===== src/design/opc_pkg.sv =====
// Shared types and constants for the online Pearson correlation unit.
// No dependencies; imported by every module of the block.
package opc_pkg;

  localparam int SAMPLE_W    = 32;
  localparam int MEAN_GUARD  = 16;
  localparam int WORD_W      = 64;
  localparam int ACC_W       = 2 * WORD_W;
  localparam int OUT_FRAC    = 15;
  localparam int NUM_W       = WORD_W + OUT_FRAC;
  localparam int STEP_W      = 7;
  localparam int DIV_STEPS   = WORD_W;
  localparam int QDIV_STEPS  = NUM_W;
  localparam int SQRT_STEPS  = ACC_W / 2;

  // datapath operations
  localparam logic [3:0] OP_NONE      = 4'd0;
  localparam logic [3:0] OP_LOAD      = 4'd1;
  localparam logic [3:0] OP_MUL_STEP  = 4'd2;
  localparam logic [3:0] OP_ROUND     = 4'd3;
  localparam logic [3:0] OP_DIV_LOAD  = 4'd4;
  localparam logic [3:0] OP_DIV_STEP  = 4'd5;
  localparam logic [3:0] OP_TERM_ACC  = 4'd6;
  localparam logic [3:0] OP_MEAN_ACC  = 4'd7;
  localparam logic [3:0] OP_SQRT_LOAD = 4'd8;
  localparam logic [3:0] OP_SQRT_STEP = 4'd9;
  localparam logic [3:0] OP_QDIV_LOAD = 4'd10;
  localparam logic [3:0] OP_EMIT      = 4'd11;

  // operand selects
  localparam logic [2:0] SEL_XX  = 3'd0;
  localparam logic [2:0] SEL_YY  = 3'd1;
  localparam logic [2:0] SEL_XY  = 3'd2;
  localparam logic [2:0] SEL_MX  = 3'd3;
  localparam logic [2:0] SEL_MY  = 3'd4;
  localparam logic [2:0] SEL_FIN = 3'd5;

  // result status codes
  localparam logic [1:0] ST_VALID = 2'd0;
  localparam logic [1:0] ST_FEW   = 2'd1;
  localparam logic [1:0] ST_FLAT  = 2'd2;

  typedef struct packed {
    logic signed [SAMPLE_W-1:0] sample_x;
    logic signed [SAMPLE_W-1:0] sample_y;
    logic                       last_sample;
  } in_item_t;

  typedef struct packed {
    logic signed [15:0] correlation;
    logic [1:0]         status;
  } out_item_t;

  typedef struct packed {
    logic [3:0] op;
    logic [2:0] sel;
    logic [1:0] pp;
  } dp_cmd_t;

  typedef struct packed {
    logic last;
    logic few;
    logic flat;
    logic out_busy;
  } dp_stat_t;

  function automatic logic [WORD_W-1:0] mag64(input logic [WORD_W-1:0] v);
    mag64 = v[WORD_W-1] ? (~v + 64'd1) : v;
  endfunction

  function automatic logic [WORD_W-1:0] sat_add64(input logic [WORD_W-1:0] a,
                                                  input logic [WORD_W-1:0] b);
    logic [WORD_W:0] s;
    s = {a[WORD_W-1], a} + {b[WORD_W-1], b};
    if (s[WORD_W] != s[WORD_W-1]) begin
      sat_add64 = s[WORD_W] ? {1'b1, {(WORD_W-1){1'b0}}} : {1'b0, {(WORD_W-1){1'b1}}};
    end else begin
      sat_add64 = s[WORD_W-1:0];
    end
  endfunction

endpackage


===== src/design/opc_ctrl.sv =====
// Sequencer for the correlation unit: steps the datapath through
// multiply, round, divide, root and emit. Depends on opc_pkg.
module opc_ctrl import opc_pkg::*; (
  input  logic     clk,
  input  logic     rst_n,
  input  logic     in_valid,
  output logic     in_stall,
  output dp_cmd_t  cmd,
  input  dp_stat_t stat
);

  localparam logic [3:0] S_IDLE = 4'd0;
  localparam logic [3:0] S_MUL  = 4'd1;
  localparam logic [3:0] S_RND  = 4'd2;
  localparam logic [3:0] S_DLD  = 4'd3;
  localparam logic [3:0] S_DIV  = 4'd4;
  localparam logic [3:0] S_TACC = 4'd5;
  localparam logic [3:0] S_MACC = 4'd6;
  localparam logic [3:0] S_CHK  = 4'd7;
  localparam logic [3:0] S_SQL  = 4'd8;
  localparam logic [3:0] S_SQRT = 4'd9;
  localparam logic [3:0] S_QLD  = 4'd10;
  localparam logic [3:0] S_QDIV = 4'd11;
  localparam logic [3:0] S_EMIT = 4'd12;

  logic [3:0]        state_r, state_nxt;
  logic [2:0]        sel_r, sel_nxt;
  logic [STEP_W-1:0] step_r, step_nxt;

  assign in_stall = (state_r != S_IDLE);

  always_comb begin
    state_nxt = state_r;
    sel_nxt   = sel_r;
    step_nxt  = step_r;
    cmd.op    = OP_NONE;
    cmd.sel   = sel_r;
    cmd.pp    = step_r[1:0];
    unique case (state_r)
      S_IDLE: begin
        if (in_valid) begin
          cmd.op    = OP_LOAD;
          sel_nxt   = SEL_XX;
          step_nxt  = '0;
          state_nxt = S_MUL;
        end
      end
      S_MUL: begin
        cmd.op   = OP_MUL_STEP;
        step_nxt = step_r + STEP_W'(1);
        if (step_r[1:0] == 2'd3) begin
          step_nxt  = '0;
          state_nxt = (sel_r == SEL_FIN) ? S_SQL : S_RND;
        end
      end
      S_RND: begin
        cmd.op    = OP_ROUND;
        state_nxt = S_DLD;
      end
      S_DLD: begin
        cmd.op    = OP_DIV_LOAD;
        step_nxt  = '0;
        state_nxt = S_DIV;
      end
      S_DIV: begin
        cmd.op   = OP_DIV_STEP;
        step_nxt = step_r + STEP_W'(1);
        if (step_r == STEP_W'(DIV_STEPS - 1)) begin
          step_nxt  = '0;
          state_nxt = (sel_r == SEL_MX || sel_r == SEL_MY) ? S_MACC : S_TACC;
        end
      end
      S_TACC: begin
        cmd.op    = OP_TERM_ACC;
        sel_nxt   = sel_r + 3'd1;
        state_nxt = (sel_r == SEL_XY) ? S_DLD : S_MUL;
      end
      S_MACC: begin
        cmd.op = OP_MEAN_ACC;
        if (sel_r == SEL_MX) begin
          sel_nxt   = SEL_MY;
          state_nxt = S_DLD;
        end else begin
          state_nxt = stat.last ? S_CHK : S_IDLE;
        end
      end
      S_CHK: begin
        if (stat.few || stat.flat) begin
          state_nxt = S_EMIT;
        end else begin
          sel_nxt   = SEL_FIN;
          step_nxt  = '0;
          state_nxt = S_MUL;
        end
      end
      S_SQL: begin
        cmd.op    = OP_SQRT_LOAD;
        step_nxt  = '0;
        state_nxt = S_SQRT;
      end
      S_SQRT: begin
        cmd.op   = OP_SQRT_STEP;
        step_nxt = step_r + STEP_W'(1);
        if (step_r == STEP_W'(SQRT_STEPS - 1)) begin
          state_nxt = S_QLD;
        end
      end
      S_QLD: begin
        cmd.op    = OP_QDIV_LOAD;
        step_nxt  = '0;
        state_nxt = S_QDIV;
      end
      S_QDIV: begin
        cmd.op   = OP_DIV_STEP;
        step_nxt = step_r + STEP_W'(1);
        if (step_r == STEP_W'(QDIV_STEPS - 1)) begin
          state_nxt = S_EMIT;
        end
      end
      S_EMIT: begin
        if (!stat.out_busy) begin
          cmd.op    = OP_EMIT;
          state_nxt = S_IDLE;
        end
      end
      default: begin
        state_nxt = S_IDLE;
      end
    endcase
  end

  always_ff @(posedge clk) begin
    if (!rst_n) begin
      state_r <= S_IDLE;
      sel_r   <= SEL_XX;
      step_r  <= '0;
    end else begin
      state_r <= state_nxt;
      sel_r   <= sel_nxt;
      step_r  <= step_nxt;
    end
  end

endmodule


===== config.mk =====
export PLATFORM = sky130hd
export DESIGN_NAME = opc_ctrl
export DESIGN_NICKNAME = d
export VERILOG_FILES = /design/src/design/opc_pkg.sv /design/src/design/opc_ctrl.sv
export SDC_FILE = /design/constraint.sdc
export NUM_CORES = 1
export LEC_CHECK = 0
export BUFFER_PORTS_ARGS = -buffer_cell sky130_fd_sc_hd__buf_2
export CORE_MARGIN = 5
export CORE_UTILIZATION = 48
export DETAILED_ROUTE_END_ITERATION = 8
export GPL_ROUTABILITY_DRIVEN = 0
export PLACE_DENSITY = 0.7
export SETUP_SLACK_MARGIN = 0.2
export SYNTH_ARGS = -nofsm -noshare
export SYNTH_HDL_FRONTEND = slang
export SYNTH_SLANG_ARGS = --single-unit

===== constraint.sdc =====
create_clock -name clk -period 4.7 [get_ports clk]
set_input_delay 0.94 -clock clk [delete_from_list [all_inputs] [get_ports clk]]
set_output_delay 0.94 -clock clk [all_outputs]
set_load 0.03 [all_outputs]

## Word-level counts from Yosys, hierarchy flattened

Cells that the tools add are included.

| storage, ports and cells | value |
|---|---|
| flip-flop bits (word level) | 14 |
| input port bits | 7 |
| output and inout port bits | 10 |
| word-level logic and storage cells | 69 |

| cells by class | value |
|---|---|
| add/subtract/negate cells | 2 |
| equality and inequality tests | 27 |
| mux-type cells | 25 |
| reductions and logical operators | 12 |

Operators by type and width:

| kind | count |
|---|---|
| 4-bit case mux with 13 select lines | 1 |
| 4-bit case mux with 11 select lines | 1 |
| 7-bit case mux with 6 select lines | 1 |
| 4-bit two-way mux | 9 |
| 7-bit two-way mux | 4 |
| 4-bit equality test (second input constant) | 5 |
| 4-bit by 3-bit equality test with 1-bit output (second input constant) | 4 |
| 2-bit != test (second input constant) | 8 |
| 3-bit two-way mux | 5 |
| 3-bit case mux with 4 select lines | 1 |
| 4-bit by 2-bit equality test with 1-bit output (second input constant) | 2 |
| 4-bit nonzero test | 2 |
| 7-bit by 1-bit adder with 7-bit output (second input constant) | 1 |
| 7-bit by 6-bit equality test with 1-bit output (second input constant) | 1 |
| 7-bit equality test (second input constant) | 1 |
| 3-bit by 2-bit equality test with 1-bit output (second input constant) | 2 |
| 3-bit equality test (second input constant) | 2 |
| 6-bit AND reduction | 1 |
| 6-bit nonzero test | 1 |
| 4-bit by 1-bit equality test with 1-bit output (second input constant) | 1 |
| 4-bit zero test | 1 |
| 2-bit two-way mux | 2 |
| 4-bit AND reduction | 1 |
| 2-bit OR reduction | 2 |
| other kinds (6) | 7 |

## Depth between registers and ports, before layout

| logic depth | value |
|---|---|
| word-level depth | 5 |
| gate-level depth with buffers | 6 |
| depth with buffers taken out | 6 |

## Worst setup path before layout

Ideal clock, no wire load.

| path | value |
|---|---|
| path kind | input to output |
| start | input stat[0] (netlist name) |
| end | output cmd[5] (netlist name) |
| data arrival time | 1835 ps |
| required time | 3760 ps |
| slack | 1925 ps |
| stages on the path | 3 |
| path buffers | 0 |
| cell sequence | o21ai_0 > a2bb2oi_1 > o21ai_0 |

RTL lines:

| what | RTL line | RTL |
|---|---|---|
| from (decl) | opc_ctrl.sv:9 | `input dp_stat_t stat` |
| to (decl) | opc_ctrl.sv:8 | `output dp_cmd_t cmd,` |

==> results.sh <==
export IMPL_status="finished clean"
export IMPL_critPathLaunch="state_r[2]$_SDFFE_PN0P_"
export IMPL_htree_levels=1
export IMPL_stdcell_count=200
export IMPL_cts_made_buffers=3
export IMPL_yosys_most_used_dff="dfxtp_1"
export IMPL_synth_area_sq_um=1260
export IMPL_port_buffers=16
export IMPL_vias_per_cell=6.23
export IMPL_post_cts_resize_count=0
export IMPL_ir_drop_mv=0.255
export IMPL_finalHoldViolCount=0
export IMPL_drt_wl_total_microns=3070
export IMPL_crit_path_top_delay_cell="dfxtp_1"
export IMPL_wl_per_cell_microns=15.3
export IMPL_yosysTopAreaCellShare=0.222
export IMPL_period_minus_slack_ns=2.83
export IMPL_die_area_sq_um=3760
export IMPL_cp_depth=4
export IMPL_drive_above_1_share=0.159
export IMPL_die_y_microns=61.3
export IMPL_rsz0062_at_grt="no"
export IMPL_drt_iter0_markers=37
export IMPL_setup_tns_final_ns=0
export IMPL_synth_edf_count=0
export IMPL_vias=1246
export IMPL_nNetsFinal=186
export IMPL_critPathMaxFanout=27
export IMPL_first_pass_iters=4
export IMPL_die_w_microns=61.3
export IMPL_synth_seq_cells=14
export IMPL_endpoint_kind="primary output"
export IMPL_r2r_setup_slack_ns=2.27
export IMPL_synth_cells=162
export IMPL_synth_largest_area_cell="dfxtp_1"
export IMPL_reg2reg_depth=4
export IMPL_dp_hpwl_microns=2250
export IMPL_cpPeakStageDelay_ns=0.84
export IMPL_cts_tree="yes"
export IMPL_fin_area_sq_um=1350
export IMPL_crit_end="cmd[6]"
export IMPL_post_cts_repair_setup_buffers=0
export IMPL_antenna_found_initial=0
export IMPL_rr_startpoint="state_r[0]$_SDFFE_PN0P_"
export IMPL_r2r_end="state_r[2]$_SDFFE_PN0P_"
export IMPL_maxCapViolations=0
export IMPL_drcViolationCount=0
export IMPL_power_mw=0.623
export IMPL_p_per_area_nw_per_um2=460
export IMPL_critical_path_top_delay_family="flip-flops"
export IMPL_slew_viol_final=0
export IMPL_start_kind="flip-flop"
export IMPL_placed_area_sq_um=1320
export IMPL_antenna_left=0
export IMPL_synth_nets=177
export IMPL_max_freq_ghz=0.354
export IMPL_num_io_pins=17
export IMPL_critPathArrivalTime_ns=1.89
export IMPL_grt_pass1_vias=1149
export IMPL_syn2layout_area_growth_pct=6.92
export IMPL_ys_types=56
export IMPL_root_buffer="clkbuf_4"
export IMPL_fin_worst_skew_ns=0.00863
export IMPL_cts_sinks=14
export IMPL_grt_max_degree=30
export IMPL_diodes=0
export IMPL_postSynthAreaPerCell_sq_um=7.81
export IMPL_yosysSeqAreaShare=0.222
export IMPL_cp_cell_sequence="nor4bb_1, a21oi_1, o22ai_1, buf_2"
export IMPL_yosys_top_cells_area="dfxtp_1 (22%), ha_1 (7.9%), o21ai_0 (4.4%)"
export IMPL_grt_overflow=0
export IMPL_setup_viol=0
export IMPL_clk_pin_slew_worst_paths_ns=0.08
export IMPL_cts_max_path_buffers=2
export IMPL_insertion_delay_ns=0.28
export IMPL_worst_slew_pin_slew_ns=0.889
export IMPL_cellLeakagePower_nw=0.554
export IMPL_rows=18
export IMPL_start_util=0.506
export IMPL_grt_pass1_wl_microns=5110
export IMPL_core_sq_um=2500
export IMPL_crit_type="flip-flop to primary output"
export IMPL_hold_path_class="flip-flop to flip-flop"
export IMPL_synth_async_reset_ratio=0
export IMPL_relSlewSlack=0.407
export IMPL_place_inst=196
export IMPL_min_period_over_period=0.602
export IMPL_cts_hold_buffers_added=0
export IMPL_grt_usage=0.179
export IMPL_yosysWarnings=0
export IMPL_path_buf_inv=1
export IMPL_cp_data_required_time_ns=3.76
==> kinds of logic (layout without fill, tap and decap cells) <==
| group | count (synthesis) | in the layout | share of synthesized area |
|---|---|---|---|
| buffers and inverters | 22 | 30 | 0.0821 |
| flip-flops | 14 | 14 | 0.222 |
| multiplexers | 2 | 2 | 0.0158 |
| adder cells (fa/ha/maj) | 8 | 8 | 0.0791 |
| AND/OR/NAND/NOR | 58 | 58 | 0.273 |
| XOR/XNOR | 1 | 1 | 0.00693 |
| AO/OA/AOI/OAI | 57 | 57 | 0.321 |
==> worst min-delay path by stage <==
| stage | depth (start not counted) | endpoint | slack, ns | startpoint |
|---|---|---|---|---|
| 2_1_floorplan | 1 | step_r[6]$_SDFFE_PN0P_ | 0.47 | step_r[6]$_SDFFE_PN0P_ |
| 3_3_place_gp | 1 | step_r[6]$_SDFFE_PN0P_ | 0.50 | step_r[6]$_SDFFE_PN0P_ |
| 3_5_place_dp | 1 | step_r[6]$_SDFFE_PN0P_ | 0.50 | step_r[6]$_SDFFE_PN0P_ |
| 4_1_cts | 1 | step_r[6]$_SDFFE_PN0P_ | 0.52 | step_r[6]$_SDFFE_PN0P_ |
| 5_1_grt | 1 | step_r[6]$_SDFFE_PN0P_ | 0.57 | step_r[6]$_SDFFE_PN0P_ |
| 6_report | 1 | step_r[6]$_SDFFE_PN0P_ | 0.52 | step_r[6]$_SDFFE_PN0P_ |
==> stage by stage <==
stage	utilization	worst slack, ns	hold slack (ns)
floorplan	-	1.93	0.466
global placement	0.527	2.01	0.504
detailed placement	0.527	1.97	0.501
CTS	0.541	1.87	0.522
global route	0.541	1.74	0.565
finish	0.541	1.87	0.519
==> worst register-to-register path, cell delays in order, from the launching register on <==
cell and delay, ns:
dfxtp_1 0.83, nor4b_1 0.69, nand2_1 0.33, and4_1 0.25, o221a_1 0.24
==> sequential cells by signal (all words and copies together) (netlist names) <==
name	count
sel_r	3
state_r	4
step_r	7
==> synthesized netlist by cell type, types with 3 or more instances <==
master     n
buf_2      5
clkbuf_1   3
nand2_1    8
nor3_1     6
ha_1       8
o21ai_0   11
and2_1     3
dfxtp_1   14
inv_1     10
nand2b_1   4
nor2_1    10
a21oi_1   10
o22ai_1    4
nand3_1    6
==> routing by layer <==
metal	vias up	part of all wire	global-route usage
met3	4	0.034	0.0482
met1	580	0.46	0.237
met5	-	0	0
li1	637	-	-
met4	0	0.0082	0.0424
met2	25	0.50	0.292
==> layout make-up <==
type | instances | area [sq um]
Timing Repair Buffer | 16 | 80.1
Multi-Input combinational cell | 126 | 881
Clock buffer | 4 | 36.3
Sequential cell | 14 | 280
Inverter | 10 | 37.5
Tap cell | 30 | 37.5
Fill cell | 238 | 1150
==> where the power goes <==
part | total [mW] | internal (mW) | switching, mW
clock | 0.0873 | 0.0472 | 0.0402
combinational | 0.328 | 0.130 | 0.198
sequential | 0.208 | 0.136 | 0.0719
total | 0.623 | 0.312 | 0.310
==> layout by cell type (no fill, tap or decap), types with 3 or more instances in the layout <==
master and n:
nor3_1 6, clkbuf_4 3, nor2_1 10, ha_1 8
a21oi_1 10, dfxtp_1 14, o21ai_0 11, buf_2 16
inv_1 10, o22ai_1 4, nand2_1 8, and2_1 3
nand3_1 6, nand2b_1 4
No activity file was read; power rests on OpenSTA's default activity.
